File: config.mk
export PLATFORM = sky130hd
export DESIGN_NAME = driverless_drive_sequencer
export DESIGN_NICKNAME = d
export VERILOG_FILES = /design/src/dds_pkg.sv /design/src/driverless_drive_sequencer.sv /design/src/dds_scale.sv
export SDC_FILE = /design/constraint.sdc
export NUM_CORES = 1
export LEC_CHECK = 0
export ABC_AREA = 1
export BUFFER_PORTS_ARGS = -buffer_cell sky130_fd_sc_hd__buf_2
export CORE_MARGIN = 5
export CORE_UTILIZATION = 51
export DETAILED_ROUTE_END_ITERATION = 7
export PLACE_DENSITY = 0.68
export SETUP_SLACK_MARGIN = 0.4
export SLEW_MARGIN = 20
export SYNTH_ARGS = -nofsm -noshare
export SYNTH_HDL_FRONTEND = slang
export SYNTH_SLANG_ARGS = --single-unit
File: constraint.sdc
create_clock -name clk -period 20.3 [get_ports clk]
set_clock_uncertainty 0.15 [all_clocks]
set_input_delay 1.015 -clock clk [delete_from_list [all_inputs] [get_ports clk]]
set_output_delay 1.015 -clock clk [all_outputs]
set_load 0.02 [all_outputs]
File: src/dds_pkg.sv
// ----------------------------------------------------------------------------
// dds_pkg
// Shared widths and constants for the drive start-up sequencer and its
// current scaling stage.
// ----------------------------------------------------------------------------
`default_nettype none

package dds_pkg;

  // Configuration port.
  localparam int CFG_IDX_W = 2;
  localparam int CFG_DATA_W = 16;
  localparam logic [CFG_IDX_W-1:0] REG_MAX_DRIVE = 2'd0;
  localparam logic [CFG_IDX_W-1:0] REG_MAX_REGEN = 2'd1;
  localparam logic [CFG_IDX_W-1:0] REG_HOLD_TICKS = 2'd2;
  localparam logic [CFG_DATA_W-1:0] HOLD_TICKS_RESET = 16'd1000;

  // Defaults for the top-level parameters.
  localparam int BOARDS_DEFAULT = 2;

  // Field widths.
  localparam int TICK_W = 32;
  localparam int MODE_W = 4;
  localparam int TORQUE_W = 8;
  localparam int LIMIT_W = 16;
  localparam int CMD_W = 17;
  localparam int MAG_W = CMD_W - 1;
  localparam logic [MAG_W-1:0] CMD_MAX = '1;

  // Torque magnitude times limit, before the division by 100.
  localparam int PROD_W = TORQUE_W + LIMIT_W;

  // Division by 100 as a multiply by ceil(2^30 / 100) and a shift. The
  // rounding excess is 76 / 2^30 per unit, exact for products below 2^23.
  localparam int RECIP_W = 24;
  localparam int RECIP_SHIFT = 30;
  localparam logic [RECIP_W-1:0] RECIP_100 = 24'd10737419;
  localparam int QUOT_W = PROD_W + RECIP_W - RECIP_SHIFT;

endpackage

`default_nettype wire

File: src/driverless_drive_sequencer.sv
// ----------------------------------------------------------------------------
// driverless_drive_sequencer
// Autonomous-drive start-up sequencer with torque to current scaling.
// ----------------------------------------------------------------------------
//
//  Channel  Dir  Handshake              Contents
//  s_*      in   s_tvalid / s_tready    one evaluation tick, board snapshot
//  m_*      out  m_tvalid / m_tready    mode, update flag, current command
//  cfg_*    in   cfg_valid / cfg_ready  register index and 16-bit value
//
// A beat is registered first in the middle stage and then in the output
// stage: the sequencer and the torque by limit multiply sit before the
// middle register, the divide by 100 and saturation after it. One beat is
// accepted per cycle while the output flows. A stall on m_tready holds
// both stages and drops s_tready. Reset puts the sequence in brake check
// and restores the register defaults; cfg_ready is always high.
`default_nettype none

module driverless_drive_sequencer #(
  parameter int BOARDS = dds_pkg::BOARDS_DEFAULT
) (
  input  wire logic                              clk,
  input  wire logic                              rst,
  input  wire logic                              s_tvalid,
  output logic                                   s_tready,
  // now_ticks, brake_ready, supervisor_alive, mission_code, supervisor_mode,
  // button_held, battery_mode, precharge_timeout, board_alive_mask,
  // inverter_fault_mask, torque_request, estop, zero fill
  input  wire logic [((51+3*BOARDS+7)/8)*8-1:0]  s_tdata,
  output logic                                   m_tvalid,
  input  wire logic                              m_tready,
  // mode, current_update, current_command, zero fill
  output logic [23:0]                            m_tdata,
  input  wire logic                              cfg_valid,
  output logic                                   cfg_ready,
  input  wire logic [dds_pkg::CFG_IDX_W-1:0]     cfg_index,
  input  wire logic [dds_pkg::CFG_DATA_W-1:0]    cfg_data
);
  import dds_pkg::*;

  localparam int OFS_BRAKE = TICK_W;
  localparam int OFS_SUP = OFS_BRAKE + 1;
  localparam int OFS_MISSION = OFS_SUP + 1;
  localparam int OFS_SMODE = OFS_MISSION + 2;
  localparam int OFS_BUTTON = OFS_SMODE + 2;
  localparam int OFS_BATT = OFS_BUTTON + 1;
  localparam int OFS_PCTO = OFS_BATT + 2;
  localparam int OFS_ALIVE = OFS_PCTO + 1;
  localparam int OFS_FAULT = OFS_ALIVE + BOARDS;
  localparam int OFS_TORQUE = OFS_FAULT + 2 * BOARDS;
  localparam int OFS_ESTOP = OFS_TORQUE + TORQUE_W;

  typedef enum logic [MODE_W-1:0] {
    MODE_BRAKE     = 4'd0,
    MODE_MISSION   = 4'd1,
    MODE_IDLE      = 4'd2,
    MODE_PCREQ     = 4'd3,
    MODE_PRECHARGE = 4'd4,
    MODE_INVCHECK  = 4'd5,
    MODE_READY     = 4'd6,
    MODE_DRIVING   = 4'd7,
    MODE_EMERGENCY = 4'd8,
    MODE_MANUAL    = 4'd9,
    MODE_BATTCHECK = 4'd10,
    MODE_TSERROR   = 4'd11
  } mode_t;

  localparam logic [1:0] MISSION_MANUAL = 2'd1;
  localparam logic [1:0] MISSION_AUTO = 2'd2;
  localparam logic [1:0] SUP_DRIVING = 2'd1;
  localparam logic [1:0] SUP_EMERGENCY = 2'd2;
  localparam logic [1:0] BATT_READY = 2'd0;
  localparam logic [1:0] BATT_PRECHARGING = 2'd1;
  localparam logic [1:0] BATT_ACTIVE = 2'd2;

  // Configuration registers.
  logic [LIMIT_W-1:0]    max_drive_current;
  logic [LIMIT_W-1:0]    regen_limit;
  logic [CFG_DATA_W-1:0] hold_ticks;

  // Sequencer state.
  mode_t               seq_mode;
  mode_t               seq_mode_next;
  logic [TICK_W-1:0]   hold_start;
  logic                hold_running;

  // Middle stage.
  logic                mid_valid;
  logic [MODE_W-1:0]   mid_mode;
  logic                mid_update;
  logic                mid_negative;
  logic [PROD_W-1:0]   mid_product;

  // Output stage.
  logic [MODE_W-1:0]         out_mode;
  logic                      out_update;
  logic signed [CMD_W-1:0]   out_cmd;
  logic signed [CMD_W-1:0]   last_current;
  logic signed [CMD_W-1:0]   scaled_cmd;

  // Unpacked input fields.
  logic [TICK_W-1:0]      now_ticks;
  logic                   brake_ready;
  logic                   supervisor_alive;
  logic [1:0]             mission_code;
  logic [1:0]             supervisor_mode;
  logic                   button_held;
  logic [1:0]             battery_mode;
  logic                   precharge_timeout;
  logic [BOARDS-1:0]      board_alive_mask;
  logic [2*BOARDS-1:0]    inverter_fault_mask;
  logic signed [TORQUE_W-1:0] torque_request;
  logic                   estop;

  logic                   advance;
  logic                   accept;
  logic                   inverters_good;
  logic                   hold_expired;
  logic                   hold_running_next;
  logic                   start_hold;
  logic                   update;
  logic signed [TORQUE_W-1:0] torque_eff;
  logic [TORQUE_W-1:0]    torque_mag;
  logic [LIMIT_W-1:0]     limit;
  logic [PROD_W-1:0]      product;

  assign advance = !m_tvalid || m_tready;
  assign s_tready = advance;
  assign accept = s_tvalid && advance;
  assign cfg_ready = 1'b1;

  assign now_ticks = s_tdata[TICK_W-1:0];
  assign brake_ready = s_tdata[OFS_BRAKE];
  assign supervisor_alive = s_tdata[OFS_SUP];
  assign mission_code = s_tdata[OFS_MISSION +: 2];
  assign supervisor_mode = s_tdata[OFS_SMODE +: 2];
  assign button_held = s_tdata[OFS_BUTTON];
  assign battery_mode = s_tdata[OFS_BATT +: 2];
  assign precharge_timeout = s_tdata[OFS_PCTO];
  assign board_alive_mask = s_tdata[OFS_ALIVE +: BOARDS];
  assign inverter_fault_mask = s_tdata[OFS_FAULT +: 2*BOARDS];
  assign torque_request = $signed(s_tdata[OFS_TORQUE +: TORQUE_W]);
  assign estop = s_tdata[OFS_ESTOP];

  assign inverters_good = (&board_alive_mask) && (inverter_fault_mask == '0);
  assign hold_expired = (now_ticks - hold_start) > {{(TICK_W-CFG_DATA_W){1'b0}}, hold_ticks};

  // Sequencer next state and hold timer.
  always_comb begin
    seq_mode_next = seq_mode;
    hold_running_next = hold_running;
    start_hold = 1'b0;
    update = 1'b0;
    case (seq_mode)
      MODE_BRAKE: begin
        if (brake_ready) seq_mode_next = MODE_MISSION;
      end
      MODE_MISSION: begin
        if (supervisor_alive) begin
          if (mission_code == MISSION_MANUAL) begin
            seq_mode_next = MODE_MANUAL;
          end else if (mission_code == MISSION_AUTO) begin
            seq_mode_next = MODE_IDLE;
          end
        end
      end
      MODE_IDLE: begin
        if (button_held) begin
          if (!hold_running) begin
            start_hold = 1'b1;
            hold_running_next = 1'b1;
          end else if (hold_expired) begin
            seq_mode_next = MODE_PCREQ;
          end
        end else begin
          hold_running_next = 1'b0;
        end
      end
      MODE_PCREQ: begin
        if (battery_mode == BATT_PRECHARGING || battery_mode == BATT_ACTIVE) begin
          seq_mode_next = MODE_PRECHARGE;
        end else if (battery_mode != BATT_READY) begin
          seq_mode_next = MODE_BATTCHECK;
        end
      end
      MODE_PRECHARGE: begin
        if (battery_mode == BATT_ACTIVE) begin
          seq_mode_next = MODE_INVCHECK;
        end else if (battery_mode == BATT_READY && precharge_timeout) begin
          seq_mode_next = MODE_IDLE;
        end else if (battery_mode != BATT_PRECHARGING) begin
          seq_mode_next = MODE_BATTCHECK;
        end
      end
      MODE_INVCHECK: begin
        if (inverters_good) seq_mode_next = MODE_READY;
      end
      MODE_READY: begin
        if (supervisor_mode == SUP_DRIVING) seq_mode_next = MODE_DRIVING;
      end
      MODE_DRIVING: begin
        if (!inverters_good) begin
          seq_mode_next = MODE_TSERROR;
        end else if (supervisor_mode == SUP_EMERGENCY) begin
          seq_mode_next = MODE_EMERGENCY;
        end else begin
          update = 1'b1;
        end
      end
      default: begin
        seq_mode_next = seq_mode;
      end
    endcase
    // Every entry into idle restarts the button hold.
    if (seq_mode_next == MODE_IDLE && seq_mode != MODE_IDLE) hold_running_next = 1'b0;
  end

  // Torque magnitude times the limit for its direction.
  always_comb begin
    torque_eff = (supervisor_alive && !estop) ? torque_request : '0;
    torque_mag = torque_eff[TORQUE_W-1] ? TORQUE_W'(-torque_eff) : TORQUE_W'(torque_eff);
    limit = torque_eff[TORQUE_W-1] ? regen_limit : max_drive_current;
    product = {{LIMIT_W{1'b0}}, torque_mag} * {{TORQUE_W{1'b0}}, limit};
  end

  always_ff @(posedge clk) begin
    if (rst) begin
      max_drive_current <= '0;
      regen_limit <= '0;
      hold_ticks <= HOLD_TICKS_RESET;
    end else if (cfg_valid && cfg_ready) begin
      case (cfg_index)
        REG_MAX_DRIVE:  max_drive_current <= cfg_data;
        REG_MAX_REGEN:  regen_limit <= cfg_data;
        REG_HOLD_TICKS: hold_ticks <= cfg_data;
        default: ;
      endcase
    end
  end

  always_ff @(posedge clk) begin
    if (rst) begin
      seq_mode <= MODE_BRAKE;
      hold_start <= '0;
      hold_running <= 1'b0;
      mid_valid <= 1'b0;
    end else begin
      if (advance) mid_valid <= s_tvalid;
      if (accept) begin
        seq_mode <= seq_mode_next;
        hold_running <= hold_running_next;
        if (start_hold) hold_start <= now_ticks;
      end
    end
  end

  always_ff @(posedge clk) begin
    if (accept) begin
      mid_mode <= seq_mode_next;
      mid_update <= update;
      mid_negative <= torque_eff[TORQUE_W-1];
      mid_product <= product;
    end
  end

  dds_scale u_scale (
    .product  (mid_product),
    .negative (mid_negative),
    .command  (scaled_cmd)
  );

  always_ff @(posedge clk) begin
    if (rst) begin
      m_tvalid <= 1'b0;
      last_current <= '0;
    end else if (advance) begin
      m_tvalid <= mid_valid;
      if (mid_valid && mid_update) last_current <= scaled_cmd;
    end
  end

  always_ff @(posedge clk) begin
    if (advance && mid_valid) begin
      out_mode <= mid_mode;
      out_update <= mid_update;
      out_cmd <= mid_update ? scaled_cmd : last_current;
    end
  end

  assign m_tdata = {2'b00, out_cmd, out_update, out_mode};

  // A recomputed command only ever leaves in driving mode.
  assert property (@(posedge clk) disable iff (rst)
    m_tvalid && out_update |-> out_mode == MODE_DRIVING)
    else $error("current update outside driving mode");

  // The delivered command always matches the held command.
  assert property (@(posedge clk) disable iff (rst)
    m_tvalid |-> out_cmd == last_current)
    else $error("output command differs from held command");

  // Exit modes hold until reset.
  assert property (@(posedge clk) disable iff (rst)
    (seq_mode == MODE_EMERGENCY || seq_mode == MODE_MANUAL ||
     seq_mode == MODE_BATTCHECK || seq_mode == MODE_TSERROR) |=> $stable(seq_mode))
    else $error("exit mode left without reset");

  // Saturation keeps the command inside the symmetric range.
  assert property (@(posedge clk) disable iff (rst)
    m_tvalid |-> out_cmd != $signed({1'b1, {MAG_W{1'b0}}}))
    else $error("current command out of range");

endmodule

`default_nettype wire

File: src/dds_scale.sv
// ----------------------------------------------------------------------------
// dds_scale
// Turns the product of torque magnitude and current limit into a signed
// current command: divide by 100, saturate, apply the sign.
// ----------------------------------------------------------------------------
`default_nettype none

module dds_scale (
  input  wire logic [dds_pkg::PROD_W-1:0]       product,
  input  wire logic                             negative,
  output logic signed [dds_pkg::CMD_W-1:0]      command
);
  import dds_pkg::*;

  logic [PROD_W+RECIP_W-1:0] wide;
  logic [QUOT_W-1:0]         quot;
  logic [MAG_W-1:0]          mag;
  logic [CMD_W-1:0]          mag_ext;

  always_comb begin
    wide = {{RECIP_W{1'b0}}, product} * {{PROD_W{1'b0}}, RECIP_100};
    quot = wide[PROD_W+RECIP_W-1:RECIP_SHIFT];
    if (quot > QUOT_W'(CMD_MAX)) begin
      mag = CMD_MAX;
    end else begin
      mag = quot[MAG_W-1:0];
    end
    mag_ext = {1'b0, mag};
    command = negative ? -$signed(mag_ext) : $signed(mag_ext);
  end

endmodule

`default_nettype wire

---- Yosys cells after proc, flatten, opt, wreduce, memory -nomap -nowiden ----
Cells that the tools add are included.
cells by class
  $add $sub $neg .......................... 3
  multipliers ............................. 2
  order comparisons ....................... 2
  eq/ne operators ......................... 18
  multiplexer cells ....................... 30
  reductions and logical operators ........ 25
operator list
  cell                    count
  $mux 4                  16
  $mul 24x24->48 const B  1
  $mux 17                 2
  $gt 32x16->1            1
  $mux 16                 2
  $pmux 4 s8              1
  $sub 32x32->32          1
  $mul 8x16->24           1
  $gt 18x16->1 const B    1
  $neg 16->17             1
  $eq 4x3->1 const B      4
  $mux 8                  2
  $reduce_and 2->1        8
  $eq 4x2->1 const B      3
  $eq 2x1->1 const B      4
  $eq 2x2->1 const B      4
  $logic_not 4->1         2
  $neg 8->8               1
  $logic_and 1x1->1       7
  $mux 1                  7
  $eq 4x1->1 const B      1
  $logic_not 2->1         2
  $ne 4x2->1 const B      1
  $reduce_bool 2->1       2
  3 further kinds         5
storage, ports and cells
  register bits ........................... 156
  input port bits ......................... 87
  output and inout port bits .............. 27
  logic and storage cells ................. 96

---- Logic depth before layout (Yosys ltp) ----
  word-level depth ........................ 10
  depth in mapped cells ................... 40
  gate-level depth less buffers ........... 40

---- Modules after synthesis ----
Synthesis repeated with hierarchy kept, for this count alone.
unflattened totals
  cell total of the unflattened synthesis .. 3443
  area total of the unflattened synthesis .. 25617.1 um^2
by module, submodules not included
  module                      instances  cells an instance  area each (um^2)
  driverless_drive_sequencer  1          1785               12884.9
  dds_scale                   1          1658               12732.2

---- Least setup slack after synthesis ----
OpenSTA, ideal clock, no wires.
  path type ............................... in2reg
  from .................................... input s_tdata[33]
  to ...................................... register mid_product[23] (data pin)
  arrival ................................. 6.510 ns
  data required time ...................... 19.885 ns
  path slack .............................. 13.375 ns
  stages on the path ...................... 28
  buffers on the path ..................... 1
  cells stage by stage .................... inv_1 > nor2_1 > inv_1 > nor2_1 > inv_1 > ha_1 > inv_1 > nor3_1 > o21ai_0 > nand2_1 > inv_1 > clkbuf_1 > nor2_1 > fa_1 > fa_1 > fa_1 > fa_1 > ha_1 > a21o_1 > a21boi_0 > nand2_1 > a21boi_1 > o21ai_0 > a21boi_1 > o21ai_0 > a21boi_1 > o21ai_0 > xor2_1
on the way
  cells in the longest elaborated chain, start to end .. 5
  elaborated cells on any way between the ends .. 6
  those cells by class .................... add/sub (1); mul (1); mux (3); reduce/logical (1)
RTL lines
  what                   RTL line                           source
  start, declared        driverless_drive_sequencer.sv:29   input wire logic [((51+3*BOARDS+7)/8)*8-1:0] s_tdata,
  $logic_and 1x1->1 *    driverless_drive_sequencer.sv:220  torque_eff = (supervisor_alive && !estop) ? torque_request : '0;
  $mux 8 *               driverless_drive_sequencer.sv:220
  $neg 8->8              driverless_drive_sequencer.sv:221  torque_mag = torque_eff[TORQUE_W-1] ? TORQUE_W'(-torque_eff) : TORQUE_W'(torque_eff);
  $mux 8                 driverless_drive_sequencer.sv:221
  $mul 8x16->24 *        driverless_drive_sequencer.sv:223  product = {{LIMIT_W{1'b0}}, torque_mag} * {{TORQUE_W{1'b0}}, limit};
  named net product[23]  driverless_drive_sequencer.sv:125  logic [PROD_W-1:0] product;
  end signal, assigned   driverless_drive_sequencer.sv:262  mid_product <= product;
  end, declared          driverless_drive_sequencer.sv:92   logic [PROD_W-1:0] mid_product;
The timed path passes the listed nets; every way through them passes the cells marked *.
A chain may end at the register's enable or synchronous reset.

---- Worst setup path after layout ----
Same ends and word-level chain as after synthesis.

==> run summary <==
Largest net degree at the start of global routing -> 96
Ys async rst share -> 0%
Via density -> 4.943
Hold Crit Start -> mid_mode[2]
Sequential area share after synthesis -> 14.49%
Setup crit start kind -> input port
Hold Path Cell Cnt -> 0
Adder-cell share of the synthesized area -> 43.30%
Hold_buf cts -> 0
RSZ-0062 raised after global routing -> false
Launch point of the worst path -> s_tdata[33]
Post-synthesis simple-gate area fraction -> 18.72%
Final worst slack -> 11.97 ns
Starting Density -> 51.47%
Tightest Pin Transition -> 0.9788 ns
RR Startpoint -> mid_product[4]
Final #Nets -> 4181
Flip-flop and latch count after synthesis -> 156
Slew margin rel. -> 34.14%
First-pass DRT Iterations -> 5
Clock root cell -> clkbuf_16
Total CTS buffers -> 17
Final Setup Violations -> 0
Slowest cell on the critical path -> nor2_1
Mux cell area share after synthesis -> 0%
Area grow syn2layout -> 7.102%
Global-route usage over all layers -> 23.73%
Critical path peak fanout -> 14
Dpl ws -> 11.53 ns
Initial antenna violation count -> 1
Max-cap viol count -> 0
WL/cell -> 14.88 um
Placed cells -> 4055
DIE AREA -> 0.05384 mm2
CP max stage delay -> 0.61 ns
Num rows -> 81
Critical path class -> input port to flop
Clock transition at the registers of the reported paths -> 0.07 ns
Mapped Cells -> 3330
H-tree depth -> 4
Core Area -> 0.04885 mm2
# DRC -> 0
Critical path required time -> 20.37 ns
Largest family of logic cells by synthesized area -> adder cells
Most used cell, CP -> inv_1
Hpwl dp -> 52.21 mm
Share of cells above drive strength 1 -> 5.669%
Max-slew violation count -> 0
Final hold vios -> 0
Post-CTS Resized -> 0
Synth Area in Compound Gates -> 7.554%
Placer Congestion -> 0.9251
PortBufs -> 103
Synth Flop Type -> dfxtp_1
Clock latency on the worst-skew pair -> 0.47 ns
Final critical-path share of the clock period -> 41.02%
Average size of a mapped cell -> 7.550 um2
Status -> complete, no violations
Final WL -> 60.81 mm
Unique masters post-synth -> 46
Crit end category -> flop
EDFF count, synth -> 52
Post-synthesis xor/xnor area fraction -> 1.846%
Total grt overflow -> 0
Worst hold path class -> flop to flop
Synthesized area -> 0.02514 mm2
Clock Tree Buf Depth -> 2
Vias in the first global route -> 20.85k
Vias post-DR -> 20.20k
Worst r2r path cells -> 37
Die height -> 232.0 um
Clock sink count -> 156
FMAX -> 120.1 MHz
Worst EP arrival -> 8.39 ns
Setup Buffers After CTS -> 0
Synth warnings -> 0
Final cell count without fillers -> 4087
Die width -> 232.0 um
CTS tree -> yes
I/O pin count -> 114
Post-DRT Antenna Nets -> 0
Starting DRT DRC Count -> 935
Setup_tns -> 0 ns
First-pass GRT wire length -> 102.9 mm
Crit path time final -> 8.327 ns
[sequential cells by signal (all words and copies together), names as in the netlist]
signal	flops
max_drive_current	16
hold_running	1
m_tvalid	1
mid_mode	4
seq_mode	4
mid_update	1
last_current	17
out_mode	4
mid_valid	1
mid_negative	1
regen_limit	16
out_cmd	17
out_update	1
mid_product	24
hold_ticks	16
hold_start	32
[Yosys cell counts, types with 3 or more instances]
| master | n | area share [%] |
|---|---|---|
| a21boi_1 | 3 | 0.090 |
| a21oi_1 | 170 | 3.4 |
| a31oi_1 | 3 | 0.075 |
| and2_1 | 5 | 0.12 |
| buf_4 | 5 | 0.15 |
| clkbuf_1 | 42 | 0.63 |
| clkinv_1 | 4 | 0.060 |
| dfxtp_1 | 104 | 8.3 |
| edfxtp_1 | 52 | 6.2 |
| fa_1 | 310 | 25 |
| ha_1 | 374 | 19 |
| inv_1 | 876 | 13 |
| inv_2 | 6 | 0.090 |
| nand2_1 | 687 | 10 |
| nand2_2 | 13 | 0.32 |
| nand2_4 | 4 | 0.18 |
| nand3_1 | 87 | 1.7 |
| nand3_2 | 5 | 0.20 |
| nand3b_1 | 9 | 0.27 |
| nand4_1 | 26 | 0.65 |
| nor2_1 | 248 | 3.7 |
| nor2_2 | 12 | 0.30 |
| nor2_4 | 4 | 0.18 |
| nor3_1 | 29 | 0.58 |
| nor4_1 | 3 | 0.075 |
| o211ai_1 | 9 | 0.27 |
| o21ai_0 | 148 | 2.9 |
| o21ai_1 | 10 | 0.20 |
| o21bai_1 | 9 | 0.27 |
| xnor2_1 | 15 | 0.52 |
| xor2_1 | 38 | 1.3 |
[critical path: cells and delay by family]
kind                       cells  cell delay [ns]
adders and majority gates      6             2.74
AOI/OAI and AO/OA              9             1.67
and+or+nand+nor                7             1.58
buffers and inverters          7             1.23
xor gates and xnor gates       1             0.15
[cell usage in the layout, fill, tap and decap left out, types with 38 or more instances in the layout]
cell type | synthesis | routed
nand2_1 | 687 | 687
buf_2 | 0 | 103
nand3_1 | 87 | 87
xor2_1 | 38 | 38
fa_1 | 310 | 310
o21ai_0 | 148 | 148
nor2_1 | 248 | 247
edfxtp_1 | 52 | 52
ha_1 | 374 | 374
a21oi_1 | 170 | 170
inv_1 | 876 | 875
dfxtp_1 | 104 | 104
[layer usage]
metal | GRT usage [%] | share of wire (%)
met4 | 7.699 | 3.1
met3 | 3.363 | 4.0
met5 | 0 | 0
met1 | 31.06 | 45
met2 | 40.74 | 48
[metrics by stage]
stage / hold slack [ns] / area (um2) / utilization [%]
after global placement: 0.2510 / 26340 / 53.92
after floorplan: 0.2503 / 25150 / -
after detailed placement: 0.2598 / 26350 / 53.93
after CTS: 0.2723 / 26920 / 55.11
final: 0.2727 / 26930 / 55.12
after global routing: 0.2848 / 26930 / 55.12
[layout make-up]
cell class	instances	area [um2]
clock inverters	10	102.6
diodes	1	2.502
well taps	664	830.8
multi-input cells	2239	17980
inverters	887	3332
fillers	4793	21920
clock buffers	21	471.7
flip-flops and latches	156	3643
repair buffers	109	560.5
[logic make-up (layout without fill, tap and decap cells)]
| kind of cell | count (synthesis) | count (layout) |
|---|---|---|
| AO/OA/AOI/OAI | 362 | 362 |
| XOR/XNOR | 53 | 53 |
| adder cells (fa/ha/maj) | 684 | 684 |
| buffers and inverters | 936 | 1027 |
| flip-flops | 156 | 156 |
| other | 2 | 4 |
| AND/OR/NAND/NOR | 1137 | 1137 |
[worst paths after layout]
kind | end | slack [ns]
min | out_mode[2] | 0.27
max reg2reg | out_cmd[10] | 12.53
min reg2reg | out_mode[2] | 0.27
max | mid_product[23] | 11.97
Power is left out: the tool's default activity adds up to more than one toggle a clock period on the data nets, which glitch-free logic cannot reach.
